File: config.mk
export PLATFORM = sky130hd
export DESIGN_NAME = srh_ctrl
export DESIGN_NICKNAME = d
export VERILOG_FILES = /design/src/rtl/srh_pkg.sv /design/src/rtl/srh_ctrl.sv
export SDC_FILE = /design/constraint.sdc
export NUM_CORES = 1
export LEC_CHECK = 0
export ABC_AREA = 1
export BUFFER_PORTS_ARGS = -buffer_cell sky130_fd_sc_hd__buf_2
export CAP_MARGIN = 20
export CORE_MARGIN = 1.5
export CORE_UTILIZATION = 57
export CTS_CLUSTER_DIAMETER = 200
export DETAILED_ROUTE_END_ITERATION = 10
export PLACE_DENSITY = 0.82
export SYNTH_ARGS = -nofsm -noshare
export SYNTH_HDL_FRONTEND = slang
export SYNTH_SLANG_ARGS = --single-unit
export TNS_END_PERCENT = 30
File: constraint.sdc
create_clock -name clk -period 2.6 [get_ports clk]
set_clock_uncertainty 0.05 [all_clocks]
set_input_delay 0.13 -clock clk [delete_from_list [all_inputs] [get_ports clk]]
set_output_delay 0.13 -clock clk [all_outputs]
set_load 0.02 [all_outputs]
File: src/rtl/srh_pkg.sv
package srh_pkg;

  localparam int HW = 61;
  localparam logic [HW-1:0] HMOD = {HW{1'b1}};
  localparam logic [HW-1:0] BASE_RESET = 61'd414123123;
  localparam int MAX_LEN_DEF = 4096;
  localparam int FW = 13;

  localparam logic [2:0] CMD_CLEAR  = 3'd0;
  localparam logic [2:0] CMD_APPEND = 3'd1;
  localparam logic [2:0] CMD_SUB    = 3'd2;
  localparam logic [2:0] CMD_LCP    = 3'd3;
  localparam logic [2:0] CMD_UNITE  = 3'd4;

  localparam logic [4:0] OP_NONE  = 5'd0;
  localparam logic [4:0] OP_LOAD  = 5'd1;
  localparam logic [4:0] OP_FINIT = 5'd2;
  localparam logic [4:0] OP_FMUL  = 5'd3;
  localparam logic [4:0] OP_FWR   = 5'd4;
  localparam logic [4:0] OP_ARD   = 5'd5;
  localparam logic [4:0] OP_AMUL  = 5'd6;
  localparam logic [4:0] OP_AWR   = 5'd7;
  localparam logic [4:0] OP_SRD   = 5'd8;
  localparam logic [4:0] OP_SMUL  = 5'd9;
  localparam logic [4:0] OP_SHLD  = 5'd10;
  localparam logic [4:0] OP_SFIN  = 5'd11;
  localparam logic [4:0] OP_LINIT = 5'd12;
  localparam logic [4:0] OP_LHLD  = 5'd13;
  localparam logic [4:0] OP_LRD   = 5'd14;
  localparam logic [4:0] OP_LMUL  = 5'd15;
  localparam logic [4:0] OP_LGET  = 5'd16;
  localparam logic [4:0] OP_LCMP  = 5'd17;
  localparam logic [4:0] OP_LDONE = 5'd18;
  localparam logic [4:0] OP_URD   = 5'd19;
  localparam logic [4:0] OP_UMUL  = 5'd20;
  localparam logic [4:0] OP_UFIN  = 5'd21;
  localparam logic [4:0] OP_ERR   = 5'd22;
  localparam logic [4:0] OP_EMIT  = 5'd23;

  typedef struct packed {
    logic [4:0] op;
  } srh_ctl_t;

  typedef struct packed {
    logic [2:0] cmd;
    logic       app_full;
    logic       sub_bad;
    logic       lcp_bad;
    logic       uni_bad;
    logic       lcp_more;
    logic       fill_last;
    logic       mul_done;
    logic       out_free;
  } srh_sts_t;

  // x < 2^63 -> canonical residue mod 2^61-1
  function automatic logic [HW-1:0] fold61(input logic [HW+1:0] x);
    logic [HW:0] t;
    begin
      t = {1'b0, x[HW-1:0]} + {{(HW-1){1'b0}}, x[HW+1:HW]};
      if (t >= {1'b0, HMOD}) begin
        t = t - {1'b0, HMOD};
      end
      fold61 = t[HW-1:0];
    end
  endfunction

endpackage

File: src/rtl/srh_ctrl.sv
module srh_ctrl (
  input  logic              clk,
  input  logic              rst_n,
  input  logic              in_valid,
  output logic              in_ready,
  input  srh_pkg::srh_sts_t sts,
  output srh_pkg::srh_ctl_t ctl
);
  import srh_pkg::*;

  localparam logic [4:0] S_FINIT = 5'd0;
  localparam logic [4:0] S_FMUL  = 5'd1;
  localparam logic [4:0] S_FWAIT = 5'd2;
  localparam logic [4:0] S_IDLE  = 5'd3;
  localparam logic [4:0] S_DISP  = 5'd4;
  localparam logic [4:0] S_AMUL  = 5'd5;
  localparam logic [4:0] S_AWAIT = 5'd6;
  localparam logic [4:0] S_SMUL  = 5'd7;
  localparam logic [4:0] S_SHLD  = 5'd8;
  localparam logic [4:0] S_SWAIT = 5'd9;
  localparam logic [4:0] S_LHLD  = 5'd10;
  localparam logic [4:0] S_LCHK  = 5'd11;
  localparam logic [4:0] S_LMUL  = 5'd12;
  localparam logic [4:0] S_LGET  = 5'd13;
  localparam logic [4:0] S_LWAIT = 5'd14;
  localparam logic [4:0] S_UMUL  = 5'd15;
  localparam logic [4:0] S_UWAIT = 5'd16;
  localparam logic [4:0] S_EMIT  = 5'd17;

  logic [4:0] state_r, state_nxt;
  logic       emit_r, emit_nxt;

  always_comb begin
    state_nxt = state_r;
    emit_nxt  = emit_r;
    ctl.op    = OP_NONE;
    in_ready  = 1'b0;
    case (state_r)
      S_FINIT: begin
        ctl.op    = OP_FINIT;
        state_nxt = S_FMUL;
      end
      S_FMUL: begin
        ctl.op    = OP_FMUL;
        state_nxt = S_FWAIT;
      end
      S_FWAIT: begin
        if (sts.mul_done) begin
          ctl.op = OP_FWR;
          if (!sts.fill_last) begin
            state_nxt = S_FMUL;
          end else if (emit_r) begin
            state_nxt = S_EMIT;
          end else begin
            state_nxt = S_IDLE;
          end
        end
      end
      S_IDLE: begin
        in_ready = 1'b1;
        if (in_valid) begin
          ctl.op    = OP_LOAD;
          state_nxt = S_DISP;
        end
      end
      S_DISP: begin
        state_nxt = S_EMIT;
        case (sts.cmd)
          CMD_CLEAR: begin
            emit_nxt  = 1'b1;
            state_nxt = S_FINIT;
          end
          CMD_APPEND: begin
            if (sts.app_full) begin
              ctl.op = OP_ERR;
            end else begin
              ctl.op    = OP_ARD;
              state_nxt = S_AMUL;
            end
          end
          CMD_SUB: begin
            if (sts.sub_bad) begin
              ctl.op = OP_ERR;
            end else begin
              ctl.op    = OP_SRD;
              state_nxt = S_SMUL;
            end
          end
          CMD_LCP: begin
            if (sts.lcp_bad) begin
              ctl.op = OP_ERR;
            end else begin
              ctl.op    = OP_LINIT;
              state_nxt = S_LHLD;
            end
          end
          CMD_UNITE: begin
            if (sts.uni_bad) begin
              ctl.op = OP_ERR;
            end else begin
              ctl.op    = OP_URD;
              state_nxt = S_UMUL;
            end
          end
          default: ctl.op = OP_ERR;
        endcase
      end
      S_AMUL: begin
        ctl.op    = OP_AMUL;
        state_nxt = S_AWAIT;
      end
      S_AWAIT: begin
        if (sts.mul_done) begin
          ctl.op    = OP_AWR;
          state_nxt = S_EMIT;
        end
      end
      S_SMUL: begin
        ctl.op    = OP_SMUL;
        state_nxt = S_SHLD;
      end
      S_SHLD: begin
        ctl.op    = OP_SHLD;
        state_nxt = S_SWAIT;
      end
      S_SWAIT: begin
        if (sts.mul_done) begin
          ctl.op    = OP_SFIN;
          state_nxt = S_EMIT;
        end
      end
      S_LHLD: begin
        ctl.op    = OP_LHLD;
        state_nxt = S_LCHK;
      end
      S_LCHK: begin
        if (sts.lcp_more) begin
          ctl.op    = OP_LRD;
          state_nxt = S_LMUL;
        end else begin
          ctl.op    = OP_LDONE;
          state_nxt = S_EMIT;
        end
      end
      S_LMUL: begin
        ctl.op    = OP_LMUL;
        state_nxt = S_LGET;
      end
      S_LGET: begin
        ctl.op    = OP_LGET;
        state_nxt = S_LWAIT;
      end
      S_LWAIT: begin
        if (sts.mul_done) begin
          ctl.op    = OP_LCMP;
          state_nxt = S_LCHK;
        end
      end
      S_UMUL: begin
        ctl.op    = OP_UMUL;
        state_nxt = S_UWAIT;
      end
      S_UWAIT: begin
        if (sts.mul_done) begin
          ctl.op    = OP_UFIN;
          state_nxt = S_EMIT;
        end
      end
      S_EMIT: begin
        if (sts.out_free) begin
          ctl.op    = OP_EMIT;
          emit_nxt  = 1'b0;
          state_nxt = S_IDLE;
        end
      end
      default: state_nxt = S_IDLE;
    endcase
  end

  always_ff @(posedge clk) begin
    if (!rst_n) begin
      state_r <= S_FINIT;
      emit_r  <= 1'b0;
    end else begin
      state_r <= state_nxt;
      emit_r  <= emit_nxt;
    end
  end
endmodule

==> metrics.txt, run 1 <==
clk root buf clkbuf_4; Worst-Skew Late Latency 0.25 ns; vias in the first global route 1076; setup_tns 0 ns; met2 wire len 1.16 mm; fin crit period 2.08 ns; worst vdd ir between 0.5 and 0.6 mV; Top Metal Used met4; Routed Antenna Nets 0; Worst setup SP type register; most common cell after layout, fill and taps aside nand2_1; Psw between 0.0004 and 0.0005 W; gr usage total 29.6%; DIE HEIGHT roughly 42 um; final WL 2.55 mm; largest net degree at the start of global routing 10; Final Cycle Share 79.8%; yosys warns 0; Fill cells 132; RSZ-0062 raised after global routing false; Num CTS Buffers 3; number of port buffers 19; Worst Path Arrival 1.90 ns; Worst Tran Pin Value 0.408 ns; mux cell area share after synthesis 0%; Critical Path RT 2.42 ns; sw frac between 50% and 60%; P per Cell Area between 700 and 800 mW/mm^2; status finished clean; Rows 13; initial antenna violation count 0; commonest non-fill, non-tap cells in the layout nand2_1 (38), nor2_1 (19), buf_2 (19); Pre-antenna DRT Iters 5; hpwl dp 2.05 mm; clk buf depth 2; WL met1 roughly 1.0 mm; CP Max Fanout 6; Max transition margin between 70 and 80%; Post-Synth Simple-Gate Area a little under three fifths; Max Cap Violations 0; Clock Sink Count 6; first-pass GRT wire length 4.24 mm; placed insts 193; WHS 0.118 ns; Adder-Cell Fraction of Synth Area 0%; Synth Register Bits 6; CTS clk-pin slew, worst paths 0.04 ns; final std cells w/o fill 196; Syn Inst Count between 150 and 200; Die Area 0.00177 mm^2; Tot Pwr approximately 0.00074 W; Worst Setup SP state_r[1]; Core Region around 0.0014 mm^2; post-DR vias/cell about 6.1; sequential cell area fraction in the yosys report 13.8%; Hold Crit Class primary input to register; Combinational Power Share 66.6%; DP Worst Slack 0.881 ns; total setup buffers inserted after CTS 0; P&R area growth vs syn 15.7%; initial core utilization 63.6%; fin worst setup slack 0.524 ns; syn_nets 173; post-synthesis compound-gate area fraction 19.3%; CTS tree done; antenna diode count 0; WL/cell around 13 um; main combinational cell family by area after synthesis simple AND/OR/NAND/NOR gates; CTS H-Tree Depth 1; Post-Synth XOR/XNOR Area 0%; post-cts gate resize count 0; initial detailed-routing violation count just over 100; met3 routed WL 307 um; DRC viols 0; gpl congestion between 0.9 and 1; count of final setup violators 0; Clk pwr share about an eighth; HP Start rst_n; Nets a little under 200; max frequency 482 MHz; Yosys cell types 27; Synth Cell Area 870 um^2; Slew Limit Fails 0; IO Pins 20; total gr overflow 0; internal cell power 0.000325 W; fraction of layout instances using a drive strength above 1 ~27%; Worst Path Class, Setup register to primary output; die extent in x 42.1 um; Hold Buf Count CTS 0; Final Hold Fails 0; reg2reg start state_r[1]; syn avg cell area ~5.5 um^2; register share of total power 21.4%; Critical Path End Type primary output; Leak about 0.54 nW; via count between 1000 and 1500
## stage by stage
stage / util, % / cell area [um^2]
5_1_grt: 73.6 / 1010
3_5_place_dp: 72.0 / 983
2_1_floorplan: - / 870
4_1_cts: 73.6 / 1010
6_report: 73.6 / 1010
3_3_place_gp: 72.0 / 983
## sequential cells by signal, indices dropped and copies added, names as in the netlist
signal   count
emit_r       1
state_r      5
## worst paths after layout
check	endpoint	slack [ns]	cells past startpoint
worst min-delay path	state_r[0]	0.12	3
worst max-delay path	ctl[2]	0.52	8
worst max register to register	state_r[3]	0.93	7
worst min register to register	emit_r	0.43	2
## synth_stat cells, drive strengths merged
master	count	area, um^2
nand3b	1	7.51
nor3	1	5.00
clkinv	1	5.00
a32oi	1	8.76
o2111ai	1	8.76
a21oi	14	70.1
and3	1	6.26
o21ai	8	40.0
o22ai	1	6.26
nand4	3	18.8
inv	25	93.8
nand3	17	90.1
nor2	28	151
a211oi	1	7.51
nor4	1	6.26
nand2	46	198
o2111a	1	11.3
dfxtp	6	120
o211ai	2	15.0
## power groups by stage
stage | Sequential, W | Combinational [W] | Clock [W]
2_1_floorplan | 0.000150 | 0.000370 | 0
3_3_place_gp | 0.000156 | 0.000475 | 0
3_5_place_dp | 0.000158 | 0.000480 | 0
4_1_cts | 0.000157 | 0.000482 | 0.0000887
5_1_grt | 0.000162 | 0.000535 | 0.0000935
6_report | 0.000158 | 0.000493 | 0.0000889
## area by class of cell
class	count	area, um^2	share of cell area (%)
Timing Repair Buffer	19	95.1	9.45
Clock buffer	3	22.5	2.24
Multi-Input combinational cell	127	651	64.7
Tap cell	15	18.8	1.87
Inverter	26	98.8	9.83
Sequential cell	6	120	11.9
## metal layers
layer  vias up  global-route usage [%]
li1        572                       -
met1       514                    38.7
met2        93                    46.6
met3         9                    7.76
met4         0                    11.3
met5         -                       0
## worst max-delay path, cell delays in order (launching register included)
cell and delay (ns):
dfxtp_1 0.47, nor2_2 0.11, nand2_2 0.17, nor2_1 0.11
a21oi_1 0.34, nand2_1 0.09, a21oi_1 0.13, nand3_1 0.07
buf_2 0.16
## cells by family (layout without fill, tap and decap cells)
family	count (synthesis)	after routing
compound gates	29	29
buf+inv	26	48
flops	6	6
simple gates	98	98
Note: power is estimated with default switching activity, not from simulation.
==> run 2: changes to the inputs <==
--- a/config.mk
+++ b/config.mk
@@ -5,14 +5,14 @@
 export SDC_FILE = /design/constraint.sdc
 export NUM_CORES = 1
 export LEC_CHECK = 0
-export ABC_AREA = 1
+export ABC_AREA = 0
 export BUFFER_PORTS_ARGS = -buffer_cell sky130_fd_sc_hd__buf_2
 export CAP_MARGIN = 20
 export CORE_MARGIN = 1.5
-export CORE_UTILIZATION = 57
+export CORE_UTILIZATION = 54
 export CTS_CLUSTER_DIAMETER = 200
 export DETAILED_ROUTE_END_ITERATION = 10
-export PLACE_DENSITY = 0.82
+export PLACE_DENSITY = 0.77
 export SYNTH_ARGS = -nofsm -noshare
 export SYNTH_HDL_FRONTEND = slang
 export SYNTH_SLANG_ARGS = --single-unit
==> constraint.sdc (replaced) <==
create_clock -name clk -period 2.1 [get_ports clk]
set_clock_uncertainty 0.05 [all_clocks]
set_input_delay 0.105 -clock clk [delete_from_list [all_inputs] [get_ports clk]]
set_output_delay 0.105 -clock clk [all_outputs]
set_load 0.02 [all_outputs]
==> metrics.txt, run 2 <==
status complete, but fails checks (was finished clean); failing checks DRC; Worst Hold Depth 3 (unchanged); count of final setup violators 0 (unchanged); clk buf depth 2 (unchanged); Num CTS Buffers 3 (unchanged); clk root buf clkbuf_4 (unchanged); vias in the first global route 1133 (was 1076); share of the synthesized area in the top cell type 12.8% (was 16.4%); final WL 2.88 mm (was 2.55 mm); Critical Path End Type primary output (unchanged); Synth Cell Area 938 um^2 (was 870 um^2); worst vdd ir 0.785 mV (was 0.571 mV); area leader, netlist dfxtp_1 (was nand2_1); CP max stage delay 0.51 ns (was 0.47 ns); fin crit period between 1.5 and 2 ns; commonest non-fill, non-tap cells in the layout buf_2 (19), a21oi_1 (14), nor2_1 (13) (was nand2_1 (38), nor2_1 (19), buf_2 (19)); setup_tns 0 ns (unchanged); Final Hold Fails 0 (unchanged); EDFF count, synth 0 (unchanged); P per Cell Area 1190 mW/mm^2 (was 736 mW/mm^2); initial core utilization 60.2% (was 63.6%); R2R depth 6 (was 7); fraction of layout instances using a drive strength above 1 23.6% (was 27.1%); max FFs per register 5 (unchanged); Worst path top cell family by delay flip-flops (was simple AND/OR/NAND/NOR gates); gr usage total 34.0% (was 29.6%); CP Depth 5 (was 8); Worst Path Buf+Inv 2 (was 1); Syn Inst Count 145 (was 159); CTS H-Tree Depth 1 (unchanged); Routed Antenna Nets 0 (unchanged); first-pass GRT wire length 5.03 mm (was 4.24 mm); Die Area 0.00200 mm^2 (was 0.00177 mm^2); Nets 181 (was 197); Core Region 0.00156 mm^2 (was 0.00137 mm^2); Slew Limit Fails 0 (unchanged); Worst Path Class, Setup register to primary output (unchanged); most common cell after layout, fill and taps aside buf_2 (was nand2_1); yosys warns 0 (unchanged); gpl congestion 0.967 (was 0.991); Max transition margin 71.7% (was 72.5%); CTS clk-pin slew, worst paths 0.05 ns (was 0.04 ns); number of port buffers 19 (unchanged); WL/cell 15.9 um (was 13.0 um); dpl cell area 0.00108 mm^2 (was 983 um^2); Commonest cells post-synth a21oi_1 (14), nor2_1 (13), clkbuf_1 (11), nor2b_1 (11), o21ai_0 (10) (was nand2_1 (38), nor2_1 (19), inv_1 (17), nand3_1 (16), a21oi_1 (14)); commonest register cell after synthesis dfxtp_1 (unchanged); worst-path cell chain inv_1 -> or4_1 -> a21oi_1 -> a211o_1 -> buf_2 (was nor2_2 -> nand2_2 -> nor2_1 -> a21oi_1 -> nand2_1 -> a21oi_1 -> nand3_1 -> buf_2); Worst setup SP type register (unchanged); hpwl dp 2.18 mm (was 2.05 mm); die extent in x 44.7 um (was 42.1 um); synth top area cells dfxtp_1 (13%), a21oi_1 (7.5%), nor2b_1 (7.3%) (was nand2_1 (16%), dfxtp_1 (14%), nand3_1 (9.2%)); Pre-antenna DRT Iters 9 (was 5); Clock Sink Count 6 (unchanged); Worst Tran Pin Value 0.418 ns (was 0.408 ns); Rows 14 (was 13); initial antenna violation count 0 (unchanged); Critical Path RT 1.95 ns (was 2.42 ns); largest net degree at the start of global routing 20 (was 10); RSZ-0062 raised after global routing false (unchanged); via count 1221 (was 1188); Post-synth ARST share 0% (unchanged); Final Cycle Share 93.8%; Hold Buf Count CTS 0 (unchanged); Hold Crit Class primary input to register (unchanged); Synth Register Bits 6 (unchanged); Fill cells 148 (was 132); post-cts gate resize count 0 (unchanged); P&R area growth vs syn 19.6% (was 15.7%); syn avg cell area 6.47 um^2 (was 5.47 um^2); Worst-Skew Late Latency 0.25 ns (about the same); crit path max-delay cell type dfxtp_2 (was dfxtp_1); DRC viols 2 (was 0); Yosys cell types 44 (was 27); Top Registers state_r (5), emit_r (1) (unchanged); post-DR vias/cell 6.75 (was 6.06); IO Pins 20 (unchanged); Leak 0.429 nW (was 0.536 nW); DIE HEIGHT 44.7 um (was 42.1 um); initial detailed-routing violation count 72 (was 103); antenna diode count 0 (unchanged); Biggest register state_r (unchanged); CP Max Fanout 17 (was 6); Worst Path Arrival 1.81 ns (was 1.90 ns); Max Cap Violations 0 (unchanged); total setup buffers inserted after CTS 0 (unchanged); CTS tree done (unchanged); sequential cell area fraction in the yosys report 12.8% (was 13.8%); max frequency 508 MHz; syn_nets 159 (was 173); total gr overflow 0 (unchanged); top-count cell post-synth a21oi_1 (was nand2_1); Finished Cell Area 0.00112 mm^2 (was 0.00101 mm^2)
-- run 2: final cells by class --
type	instances	area (um^2)	share of cell area, %
Clock buffer	3	22.5	2.01
Inverter	6	22.5	2.01
Multi-Input combinational cell	121	763	68.0
Sequential cell	6	124	11.0
Tap cell	16	20.0	1.78
Timing Repair Buffer	29	170	15.2
-- run 2: power by group --
part | internal (W) | switching (W) | total [W]
Sequential | 0.000155 | 0.0000900 | 0.000245
Clock | 0.0000646 | 0.0000415 | 0.000106
Combinational | 0.000401 | 0.000580 | 0.000981
-- run 2: worst min-delay path: stages --
cell,delay [ns]
buf_2,0.13
nand2_1,0.06
a21oi_1,0.03
-- run 2: cell families after synthesis --
logic type             after synthesis  synth area share [%]
AND/OR/NAND/NOR                     66                  39.9
buffers and inverters               18                  7.33
flip-flops                           6                  12.8
multiplexers                         2                  2.27
AO/OA/AOI/OAI                       53                  37.7
-- run 2: path summary, 6_finish.rpt --
check / from / endpoint / slack (ns)
worst max-delay path: state_r[2] / ctl[3] / 0.13
worst min-delay path: rst_n / state_r[0] / 0.07
worst max register to register: state_r[2] / state_r[1] / 0.30
worst min register to register: state_r[4] / state_r[4] / 0.51
-- run 2: per-stage QoR --
step           utilization [%]  total power, W  hold WS (ns)  setup slack [ns]  instances
2_1_floorplan                -        0.000880         0.171             0.305        145
3_3_place_gp              69.4         0.00117         0.324             0.239        178
3_5_place_dp              69.4         0.00119         0.325             0.177        178
4_1_cts                   70.9         0.00130        0.0631           0.00596        181
5_1_grt                   72.0         0.00145        0.0823            0.0256        181
6_report                  72.0         0.00133        0.0719             0.130        181
-- run 2: metal layers --
metal,part of all wire (%),track usage (%)
met1,42,43.6
met5,0,0
met3,8.3,6.53
met2,48,55.9
met4,1.9,12.1
